## src/design/assert_macros.svh

```systemverilog
// Assertion helpers for the design files; deq_ctrl includes them.
`ifndef ASSERT_MACROS_SVH
`define ASSERT_MACROS_SVH

// The consequent must hold in the same cycle as the antecedent.
`define ASSERT_IMPLIES(label, clk, rst, ante, cons) \
  label: assert property (@(posedge clk) disable iff (rst) (ante) |-> (cons)) \
    else $error("assertion failed: same-cycle implication");

// The consequent must hold in the cycle after the antecedent.
`define ASSERT_NEXT(label, clk, rst, ante, cons) \
  label: assert property (@(posedge clk) disable iff (rst) (ante) |=> (cons)) \
    else $error("assertion failed: next-cycle implication");

`endif

```

## src/design/deq_pkg.sv

```systemverilog
package deq_pkg;

  // Default number of entries in the ring store.
  localparam int DEPTH_DEF = 64;

  // Width of one stored element.
  localparam int DATA_W = 32;

  // Request codes.
  typedef enum logic [2:0] {
    KIND_PUSH_FRONT = 3'd0,
    KIND_PUSH_BACK  = 3'd1,
    KIND_DUMP       = 3'd2,
    KIND_POP_FRONT  = 3'd3,
    KIND_POP_BACK   = 3'd4
  } kind_t;

  // Result status codes.
  typedef enum logic [1:0] {
    STATUS_OK    = 2'd0,
    STATUS_EMPTY = 2'd1,
    STATUS_FULL  = 2'd2
  } status_t;

  // Controller states.
  typedef enum logic [1:0] {
    ST_IDLE,
    ST_EXEC,
    ST_DUMP
  } state_t;

  // Memory access strobes from the controller to the store.
  typedef struct packed {
    logic wr_en;
    logic rd_en;
  } mem_cmd_t;

endpackage

```

## src/design/double_ended_queue.sv

```systemverilog
// Channel   Handshake            Payload
// request   req_valid/req_ready  kind, value
// response  rsp_valid/rsp_ready  status, element, last
//
// Push and pop latch the request while idle, then write or update once the output is free.
// Dump fetches from the single read port of the ring store and, after fetching the front
// element, streams one element per cycle while the response register is free.
// A response register sits at the output, so a new request is taken while a result waits.
// A stalled response holds the controller in place; no state is lost.
// Synchronous reset empties the queue; the store contents are left as they are.
module double_ended_queue #(
  parameter int DEPTH = deq_pkg::DEPTH_DEF
) (
  input  logic                              clk,
  input  logic                              rst,
  input  logic                              req_valid,
  output logic                              req_ready,
  input  logic [2:0]                        kind,
  input  logic signed [deq_pkg::DATA_W-1:0] value,
  output logic                              rsp_valid,
  input  logic                              rsp_ready,
  output logic [1:0]                        status,
  output logic signed [deq_pkg::DATA_W-1:0] element,
  output logic                              last
);

  localparam int AW = $clog2(DEPTH);
  localparam int CW = $clog2(DEPTH + 1);

  deq_pkg::mem_cmd_t          cmd;
  logic [AW-1:0]              wr_addr, rd_addr;
  logic [deq_pkg::DATA_W-1:0] wr_data, rd_data;
  logic                       out_free, res_load, res_last;
  deq_pkg::status_t           res_status;
  logic [deq_pkg::DATA_W-1:0] res_element;

  assign out_free = !rsp_valid || rsp_ready;

  deq_ctrl #(
    .DEPTH(DEPTH),
    .AW   (AW),
    .CW   (CW)
  ) u_ctrl (
    .clk        (clk),
    .rst        (rst),
    .req_valid  (req_valid),
    .req_ready  (req_ready),
    .kind       (kind),
    .value      (value),
    .out_free   (out_free),
    .res_load   (res_load),
    .res_status (res_status),
    .res_element(res_element),
    .res_last   (res_last),
    .cmd        (cmd),
    .wr_addr    (wr_addr),
    .wr_data    (wr_data),
    .rd_addr    (rd_addr),
    .rd_data    (rd_data)
  );

  deq_store #(
    .DEPTH(DEPTH),
    .AW   (AW)
  ) u_store (
    .clk    (clk),
    .cmd    (cmd),
    .wr_addr(wr_addr),
    .wr_data(wr_data),
    .rd_addr(rd_addr),
    .rd_data(rd_data)
  );

  // Response register valid flag.
  always_ff @(posedge clk) begin
    if (rst) begin
      rsp_valid <= 1'b0;
    end else if (res_load) begin
      rsp_valid <= 1'b1;
    end else if (rsp_ready) begin
      rsp_valid <= 1'b0;
    end
  end

  // Response payload.
  always_ff @(posedge clk) begin
    if (res_load) begin
      status  <= res_status;
      element <= res_element;
      last    <= res_last;
    end
  end

endmodule

```

## src/design/deq_store.sv

```systemverilog
module deq_store #(
  parameter int DEPTH = deq_pkg::DEPTH_DEF,
  parameter int AW    = $clog2(DEPTH)
) (
  input  logic                        clk,
  input  deq_pkg::mem_cmd_t           cmd,
  input  logic [AW-1:0]               wr_addr,
  input  logic [deq_pkg::DATA_W-1:0]  wr_data,
  input  logic [AW-1:0]               rd_addr,
  output logic [deq_pkg::DATA_W-1:0]  rd_data
);

  logic [deq_pkg::DATA_W-1:0] mem [DEPTH];

  // Write port.
  always_ff @(posedge clk) begin
    if (cmd.wr_en) begin
      mem[wr_addr] <= wr_data;
    end
  end

  // Registered read port; the data holds until the next read.
  always_ff @(posedge clk) begin
    if (cmd.rd_en) begin
      rd_data <= mem[rd_addr];
    end
  end

endmodule

```

## src/design/deq_ctrl.sv

```systemverilog
`include "assert_macros.svh"

module deq_ctrl #(
  parameter int DEPTH = deq_pkg::DEPTH_DEF,
  parameter int AW    = $clog2(DEPTH),
  parameter int CW    = $clog2(DEPTH + 1)
) (
  input  logic                              clk,
  input  logic                              rst,
  input  logic                              req_valid,
  output logic                              req_ready,
  input  logic [2:0]                        kind,
  input  logic signed [deq_pkg::DATA_W-1:0] value,
  input  logic                              out_free,
  output logic                              res_load,
  output deq_pkg::status_t                  res_status,
  output logic [deq_pkg::DATA_W-1:0]        res_element,
  output logic                              res_last,
  output deq_pkg::mem_cmd_t                 cmd,
  output logic [AW-1:0]                     wr_addr,
  output logic [deq_pkg::DATA_W-1:0]        wr_data,
  output logic [AW-1:0]                     rd_addr,
  input  logic [deq_pkg::DATA_W-1:0]        rd_data
);

  localparam int SW = AW + 1;
  localparam logic [SW-1:0] DEPTH_S = SW'(DEPTH);
  localparam logic [CW-1:0] DEPTH_C = CW'(DEPTH);
  localparam logic [AW-1:0] LAST_POS = AW'(DEPTH - 1);

  deq_pkg::state_t state, state_next;
  logic [CW-1:0] count, count_next;
  logic [AW-1:0] front, front_next;
  logic [AW-1:0] idx, idx_next;
  logic [2:0] kind_q;
  logic [deq_pkg::DATA_W-1:0] value_q;

  logic [CW-1:0] rd_off;
  logic [SW-1:0] rd_sum, back_sum;
  logic [AW-1:0] back_pos, front_dec;
  logic          dump_last;

  // Ring arithmetic: the sums stay below twice the depth, so one subtract wraps them.
  always_comb begin
    rd_sum    = SW'(front) + SW'(rd_off);
    rd_addr   = (rd_sum >= DEPTH_S) ? AW'(rd_sum - DEPTH_S) : AW'(rd_sum);
    back_sum  = SW'(front) + SW'(count);
    back_pos  = (back_sum >= DEPTH_S) ? AW'(back_sum - DEPTH_S) : AW'(back_sum);
    front_dec = (front == '0) ? LAST_POS : front - 1'b1;
    dump_last = (CW'(idx) + 1'b1) == count;
  end

  // State, pointers and the latched transaction.
  always_ff @(posedge clk) begin
    if (rst) begin
      state <= deq_pkg::ST_IDLE;
      count <= '0;
      front <= '0;
    end else begin
      state <= state_next;
      count <= count_next;
      front <= front_next;
    end
  end

  always_ff @(posedge clk) begin
    idx <= idx_next;
    if (req_valid && req_ready) begin
      kind_q  <= kind;
      value_q <= value;
    end
  end

  // Next state, memory commands and result generation.
  always_comb begin
    state_next  = state;
    count_next  = count;
    front_next  = front;
    idx_next    = idx;
    req_ready   = 1'b0;
    res_load    = 1'b0;
    res_status  = deq_pkg::STATUS_OK;
    res_element = '0;
    res_last    = 1'b1;
    cmd         = '0;
    wr_addr     = back_pos;
    wr_data     = value_q;
    rd_off      = '0;

    unique case (state)
      deq_pkg::ST_IDLE: begin
        req_ready = 1'b1;
        if (req_valid) begin
          state_next = deq_pkg::ST_EXEC;
        end
      end

      deq_pkg::ST_EXEC: begin
        unique case (kind_q)
          deq_pkg::KIND_PUSH_FRONT, deq_pkg::KIND_PUSH_BACK: begin
            if (out_free) begin
              res_load   = 1'b1;
              state_next = deq_pkg::ST_IDLE;
              if (count == DEPTH_C) begin
                res_status = deq_pkg::STATUS_FULL;
              end else begin
                cmd.wr_en  = 1'b1;
                count_next = count + 1'b1;
                if (kind_q == deq_pkg::KIND_PUSH_FRONT) begin
                  wr_addr    = front_dec;
                  front_next = front_dec;
                end
              end
            end
          end

          deq_pkg::KIND_POP_FRONT, deq_pkg::KIND_POP_BACK: begin
            if (out_free) begin
              res_load   = 1'b1;
              state_next = deq_pkg::ST_IDLE;
              if (count == '0) begin
                res_status = deq_pkg::STATUS_EMPTY;
              end else begin
                count_next = count - 1'b1;
                if (kind_q == deq_pkg::KIND_POP_FRONT) begin
                  front_next = (front == LAST_POS) ? '0 : front + 1'b1;
                end
              end
            end
          end

          deq_pkg::KIND_DUMP: begin
            if (count == '0) begin
              if (out_free) begin
                res_load   = 1'b1;
                res_status = deq_pkg::STATUS_EMPTY;
                state_next = deq_pkg::ST_IDLE;
              end
            end else begin
              // Fetch the front element; it arrives next cycle.
              cmd.rd_en  = 1'b1;
              idx_next   = '0;
              state_next = deq_pkg::ST_DUMP;
            end
          end

          default: begin
            // Unused codes produce no result.
            state_next = deq_pkg::ST_IDLE;
          end
        endcase
      end

      deq_pkg::ST_DUMP: begin
        // Emit the fetched element and, unless it is the last, fetch the next one in the same cycle.
        if (out_free) begin
          res_load    = 1'b1;
          res_element = rd_data;
          res_last    = dump_last;
          if (dump_last) begin
            state_next = deq_pkg::ST_IDLE;
          end else begin
            cmd.rd_en = 1'b1;
            rd_off    = CW'(idx) + 1'b1;
            idx_next  = idx + 1'b1;
          end
        end
      end

      default: begin
        state_next = deq_pkg::ST_IDLE;
      end
    endcase
  end

  `ASSERT_IMPLIES(a_count_bound, clk, rst, 1'b1, count <= DEPTH_C)
  `ASSERT_IMPLIES(a_load_needs_slot, clk, rst, res_load, out_free)
  `ASSERT_IMPLIES(a_no_write_in_dump, clk, rst, state == deq_pkg::ST_DUMP, !cmd.wr_en)
  `ASSERT_NEXT(a_push_grows, clk, rst, cmd.wr_en, count == CW'($past(count) + 1'b1))
  `ASSERT_NEXT(a_dump_keeps_state, clk, rst, state == deq_pkg::ST_DUMP, $stable(count) && $stable(front))

endmodule

```

## config.mk

```make
export PLATFORM = sky130hd
export DESIGN_NAME = double_ended_queue
export DESIGN_NICKNAME = d
export VERILOG_FILES = /design/src/design/deq_pkg.sv /design/src/design/double_ended_queue.sv /design/src/design/deq_store.sv /design/src/design/deq_ctrl.sv
export VERILOG_INCLUDE_DIRS = /design/src /design/src/design
export SDC_FILE = /design/constraint.sdc
export NUM_CORES = 2
export LEC_CHECK = 0
export BUFFER_PORTS_ARGS = -buffer_cell sky130_fd_sc_hd__buf_2
export CORE_AREA = 2 2 509 410
export DETAILED_ROUTE_END_ITERATION = 16
export DIE_AREA = 0 0 511 412
export PLACE_DENSITY_LB_ADDON = 0.1
export SLEW_MARGIN = 20
export SYNTH_ARGS = -nofsm -noshare
export SYNTH_HDL_FRONTEND = slang
export SYNTH_HIERARCHICAL = 1
export SYNTH_SLANG_ARGS = --single-unit
```

## constraint.sdc

```tcl
create_clock -name clk -period 4.85 [get_ports clk]
set_input_delay 0 -clock clk [delete_from_list [all_inputs] [get_ports clk]]
set_output_delay 0 -clock clk [all_outputs]
set_load 0.01 [all_outputs]
```

=== Yosys cells after proc, flatten, opt, wreduce, memory -nomap -nowiden ===
Memory sizes are Yosys's and may differ from the RTL's. A register that Yosys moved wholly into a read port is not among the register bits.
Index checks and enable logic that the tools add are counted.

* Input bits: 39
* RAM bits: 2048
* Flip-flop bits (word level): 92
* Output and inout bits: 37
* Memories: 1

* $lt $le $gt $ge: 2
* Reduce and logical (&&, ||, !) cells: 18
* Equal/unequal tests: 21
* Mux-type cells: 61
* Add/sub/neg operators: 10

{| class="wikitable"
|+ Memories
! name !! depth !! width !! read ports !! clocked after memory_dff !! write ports !! RTL line !! source
|-
| u_store.mem || 64 || 32 || 1 || 1 || 1 || deq_store.sv:13 || <nowiki>logic [deq_pkg::DATA_W-1:0] mem [DEPTH];</nowiki>
|}

{| class="wikitable"
|+ Operator list
! cell !! count
|-
| 6-bit two-way mux || 19
|-
| 7-bit two-way mux || 7
|-
| 6-bit one-hot mux with 2 select lines || 2
|-
| 2-bit two-way mux || 9
|-
| 2-bit inequality test, second input constant || 9
|-
| 6-bit by 1-bit subtractor with 6-bit output, second input constant || 3
|-
| 1-bit two-way mux || 17
|-
| 6-bit by 7-bit adder with 7-bit output || 2
|-
| 7-bit >= comparator, second input constant || 2
|-
| 7-bit one-hot mux with 2 select lines || 1
|-
| 6-bit by 1-bit adder with 6-bit output, second input constant || 2
|-
| 2-bit one-hot mux with 3 select lines || 2
|-
| 8-bit AND reduction || 1
|-
| 6-bit by 1-bit adder with 7-bit output, second input constant || 1
|-
| 7-bit by 1-bit adder with 7-bit output, second input constant || 1
|-
| 7-bit == test || 1
|-
| 7-bit == test, second input constant || 1
|-
| 7-bit logical NOT || 1
|-
| 7-bit by 1-bit subtractor with 7-bit output, second input constant || 1
|-
| 3-bit by 2-bit == test with 1-bit output, second input constant || 2
|-
| 6-bit == test, second input constant || 1
|-
| 6-bit logical NOT || 1
|-
| 2-bit by 1-bit inequality test with 1-bit output, second input constant || 3
|-
| 1-bit one-hot mux with 2 select lines || 3
|-
| other kinds (17) || 20
|}

=== Depth between registers and ports, before layout ===
* Depth after elaboration: 8
* Depth in mapped cells: 22

=== By module ===
Netlist, hierarchy kept.

{| class="wikitable"
|+ By module, submodules not included
! module !! times used !! area each (um^2) !! cells each
|-
| deq_store || 1 || 79359.9 || 3511
|-
| deq_ctrl || 1 || 3504.6 || 347
|-
| double_ended_queue || 1 || 1097.3 || 39
|}

=== Worst setup path before layout ===
OpenSTA, ideal clock, no wires.

* Path type: reg-to-reg
* From: reg u_ctrl.idx[0]
* To: reg u_store/rd_data[22] (netlist bit), read port of u_store.mem (data pin)
* Library setup time: 278 ps
* Data arrival time: 4537 ps
* Buffers on the path: 3
* Required time: 4572 ps
* Cell stages (with the launch flop): 23
* Path slack: 35 ps
* Cells stage by stage: edfxtp_1 -> ha_1 -> xor2_1 -> a211oi_1 -> nand3_1 -> nor4b_2 -> or2_2 -> clkbuf_1 -> nor2_1 -> ha_1 -> a21o_1 -> a21oi_1 -> o21bai_1 -> a21oi_1 -> xor2_1 -> xnor2_1 -> clkbuf_1 -> inv_1 -> nor2_1 -> clkbuf_1 -> a21oi_1 -> a21oi_1 -> a221oi_1

* Cells in the longest elaborated chain, start to end: 8
* Elaborated cells on any way between the ends: 12
* Classes of those cells: add/sub (3); order compare (1); eq/ne (1); mux (7)

{| class="wikitable"
|+ Ends and longest elaborated chain
! item !! RTL line !! source
|-
| from (decl) || deq_ctrl.sv:34 || <nowiki>logic [AW-1:0] idx, idx_next;</nowiki>
|-
| from (signal assigned) || deq_ctrl.sv:67 || <nowiki>idx <= idx_next;</nowiki>
|-
| 6-bit by 1-bit adder with 7-bit output (*) || deq_ctrl.sv:50, deq_ctrl.sv:164 ||
|-
| 7-bit == test || deq_ctrl.sv:50 || <nowiki>dump_last = (CW'(idx) + 1'b1) == count;</nowiki>
|-
| 7-bit two-way mux (*) || deq_ctrl.sv:160 || <nowiki>if (dump_last) begin</nowiki>
|-
| 7-bit two-way mux (*) || deq_ctrl.sv:156 || <nowiki>if (out_free) begin</nowiki>
|-
| 7-bit two-way mux (*) || deq_ctrl.sv:90 || <nowiki>unique case (state)</nowiki>
|-
| 6-bit by 7-bit adder with 7-bit output (*) || deq_ctrl.sv:45 || <nowiki>rd_sum = SW'(front) + SW'(rd_off);</nowiki>
|-
| 6-bit by 1-bit subtractor with 6-bit output / 7-bit >= comparator (equally long branches) || deq_ctrl.sv:46 || <nowiki>rd_addr = (rd_sum >= DEPTH_S) ? AW'(rd_sum - DEPTH_S) : AW'(rd_sum);</nowiki>
|-
| 6-bit two-way mux (*) || deq_ctrl.sv:46 ||
|-
| named net rd_addr[5] || double_ended_queue.sv:31 || <nowiki>logic [AW-1:0] wr_addr, rd_addr;</nowiki>
|-
| to (decl) || deq_store.sv:10 || <nowiki>output logic [deq_pkg::DATA_W-1:0] rd_data</nowiki>
|}

The timed path passes the listed nets; every way through them passes the cells marked *.
A chain may end at the register's enable or synchronous reset.

=== Worst setup path after layout ===
* From: reg u_ctrl.idx[1]
* To: reg u_store/rd_data[18] (netlist bit), read port of u_store.mem (data pin)

The elaborated chain is that of the path after synthesis.

==> impl_metrics.env <==
export IMPL_max_slew_margin_rel_pct=33.65
export IMPL_io_pins=76
export IMPL_die_x_um=511
export IMPL_grt_max_degree=65
export IMPL_cts_root_buffer="clkbuf_16"
export IMPL_rsz0062_at_grt="true"
export IMPL_grt_remaining_overflow=0
export IMPL_place_gp_congestion=0.8264
export IMPL_first_iter_violations=5672
export IMPL_layout_area_overhead_vs_synth_pct=21.46
export IMPL_endpoint_kind="register"
export IMPL_cts_sinks=2172
export IMPL_setup_violations=0
export IMPL_fp_dieH_um=412
export IMPL_clockBufferDepth=3
export IMPL_drv_slew=0
export IMPL_worst_pin_slew_ps=995.3
export IMPL_die_area_mm2=0.2105
export IMPL_crit_required_ps=5430
export IMPL_track_usage_pct=23.65
export IMPL_ir_drop_mv=0.3917
export IMPL_busiest_layer="met1"
export IMPL_period_share_pct=99.87
export IMPL_worstSetupStartpointType="register"
export IMPL_drive_gt1_share_pct=33.71
export IMPL_fmax_ghz=0.2064
export IMPL_avgSynthCellArea_um2=21.55
export IMPL_drv_cap=0
export IMPL_viasPerCell=5.807
export IMPL_p_per_area_mw_per_mm2=393.5
export IMPL_first_global_vias=43570
export IMPL_grt_pass1_wl_mm=348.0
export IMPL_syn_num_nets=3961
export IMPL_critical_path_top_delay_family="buffers and inverters"
export IMPL_synth_distinct_cells=73
export IMPL_ys_seq_elements=2172
export IMPL_hold_ws_ps=181.6
export IMPL_grt_use_met2_pct=35.22
export IMPL_arrival_ps=5430
export IMPL_power_uw=40130
export IMPL_crit_slowest_cell="edfxtp_1"
export IMPL_post_dp_hpwl_mm=147.5
export IMPL_portBuffers=75
export IMPL_final_nets=4705
export IMPL_ys_seq_area_share_pct=77.49
export IMPL_outcome="finished clean"
export IMPL_utilization_pct=49.68
export IMPL_dpl_cell_count=7009
export IMPL_yosys_warnings=6
export IMPL_antenna_found_initial=22
export IMPL_crit_type="reg -> reg"
export IMPL_p_leak_uw=0.03195
export IMPL_final_cell_count_no_fill=7550
export IMPL_wl_per_cell_um=33.11
export IMPL_slowest_delay_ps=440
export IMPL_cp_num_buf_inv=18
export IMPL_postSynthCellCount=3897
export IMPL_cts_made_buffers=216
export IMPL_clock_skew_ps=39.37
export IMPL_initial_core_util_pct=40.91
export IMPL_hold_path_class="in -> reg"
export IMPL_grtUsageMet1_pct=36.57
export IMPL_hold_viol=0
export IMPL_period_needed_ps=4844
export IMPL_htree_levels=4
export IMPL_crit_top_cell="buf_4"
export IMPL_wl_mm=249.9
export IMPL_cts_reportedPaths_clkPinSlew_ps=60
export IMPL_most_common_layout_cells="edfxtp_1, mux4_2, buf_4"
export IMPL_cts_tree="yes"
export IMPL_first_pass_iters=8
export IMPL_drc_errors=0
export IMPL_synth_area_mm2=0.08396
export IMPL_layout_commonest_cell="edfxtp_1"
export IMPL_met3_usage_pct=4.322
export IMPL_coreArea_mm2=0.2053
export IMPL_num_vias=43850
export IMPL_synth_edff_count=2156
export IMPL_clock_latency_ps=840
export IMPL_synth_flop_cell="edfxtp_1"
export IMPL_antenna_left=0
export IMPL_fp_row_count=149
export IMPL_crit_path_max_fanout=12
export IMPL_ys_async_sr_fraction_pct=0
==> area by class of cell <==
class | instances | area (um2)
Fill cell | 16580 | 103300
Clock buffer | 266 | 5635
Multi-Input combinational cell | 1482 | 18700
Timing Repair Buffer | 747 | 7570
Clock inverter | 137 | 1501
Inverter | 22 | 95.09
Sequential cell | 2172 | 65060
Tap cell | 2718 | 3401
Antenna cell | 6 | 15.01
==> synthesized netlist by cell type, types with 13 or more instances <==
library cell     n  share of area (%)
nand2_1         47               0.21
mux4_2         446                 12
buf_2           54               0.32
buf_6           33               0.44
a311o_1         13               0.15
a31oi_1         23               0.17
ha_1            22               0.33
xnor2_1         19               0.20
nor2b_1         25               0.19
nand3_1         53               0.32
edfxtp_1      2156                 77
o21ai_0         41               0.24
o221ai_1        16               0.17
and3_1          42               0.31
a21oi_1         52               0.31
a22oi_1        127                1.1
nor2_1         120               0.54
dfxtp_1         16               0.38
buf_4           28               0.25
inv_1           21              0.094
o211ai_1        15               0.13
a211oi_1        23               0.21
mux2i_1        192                2.3
clkbuf_1        88               0.39
o22ai_1         42               0.31
==> layer usage <==
| metal | routed length, um | up-vias |
|---|---|---|
| li1 | - | 17970 |
| met3 | 19370 | 289 |
| met4 | 4390 | 4 |
| met2 | 111000 | 1663 |
| met5 | 263 | - |
| met1 | 114900 | 23920 |
==> what timing repair did <==
item                       in CTS  in global routing
pin swaps                      36                 14
hold buffers                   75                  0
hold endpoints to repair       94                  0
gates resized for setup       145                 33
setup buffers                  50                  5
cloned                          6                  0
setup endpoints to repair      26                 32
==> per-stage QoR <==
stage / setup WS (ps) / instance area, um2 / setup TNS [ps]
floorplan: 34.79 / 83960 / 0
finish: 6.095 / 102000 / 0
global placement: -597.9 / 92580 / -8103
global route: -60.74 / 102000 / -676.0
CTS: -80.81 / 101700 / -310.3
detailed placement: -513.0 / 92630 / -6403
==> flip-flops by register name, summed over array words and instances, names as in the netlist <==
signal,count
u_ctrl/state,2
u_ctrl/wr_data,32
element,32
u_ctrl/idx,6
u_ctrl/front,6
last,1
rsp_valid,1
status,2
u_store/mem,2048
u_ctrl/kind_q,3
u_store/rd_data,32
u_ctrl/count,7
==> path summary, 6_finish.rpt <==
| check | cells past startpoint | slack [ps] | startpoint | end |
|---|---|---|---|---|
| hold reg to reg | 2 | 540 | u_ctrl/count[6] | u_ctrl/count[6] |
| setup reg to reg | 28 | 6 | u_ctrl/idx[1] | u_store/rd_data[18] |
| setup / recovery | 28 | 6 | u_ctrl/idx[1] | u_store/rd_data[18] |
| hold / removal | 3 | 180 | rst | u_ctrl/count[0] |
==> power by group <==
group / leakage (uW) / switching (uW) / internal (uW) / total, uW
Sequential: 0.0195 / 24.4 / 20800 / 20800
Combinational: 0.00894 / 1410 / 902 / 2320
Clock: 0.00347 / 7290 / 9750 / 17000
Total: 0.0319 / 8720 / 31400 / 40100
==> tightest hold or removal path, stage by stage <==
cell and delay (ps):
dlygate4sd3_1 530, buf_2 290, nor2_1 150
==> cells by family (layout without fill, tap and decap cells) <==
kind of cell / Yosys count / after routing / synth area share [%]
other: 0 / 6 / 0
AND/OR/NAND/NOR: 363 / 363 / 2.194
adder cells (fa/ha/maj): 25 / 25 / 0.3994
XOR/XNOR: 30 / 30 / 0.3293
multiplexers: 638 / 638 / 14.25
flip-flops: 2172 / 2172 / 77.49
AO/OA/AOI/OAI: 426 / 426 / 3.606
buffers and inverters: 243 / 1172 / 1.729
(Power assumes the default switching activity.)
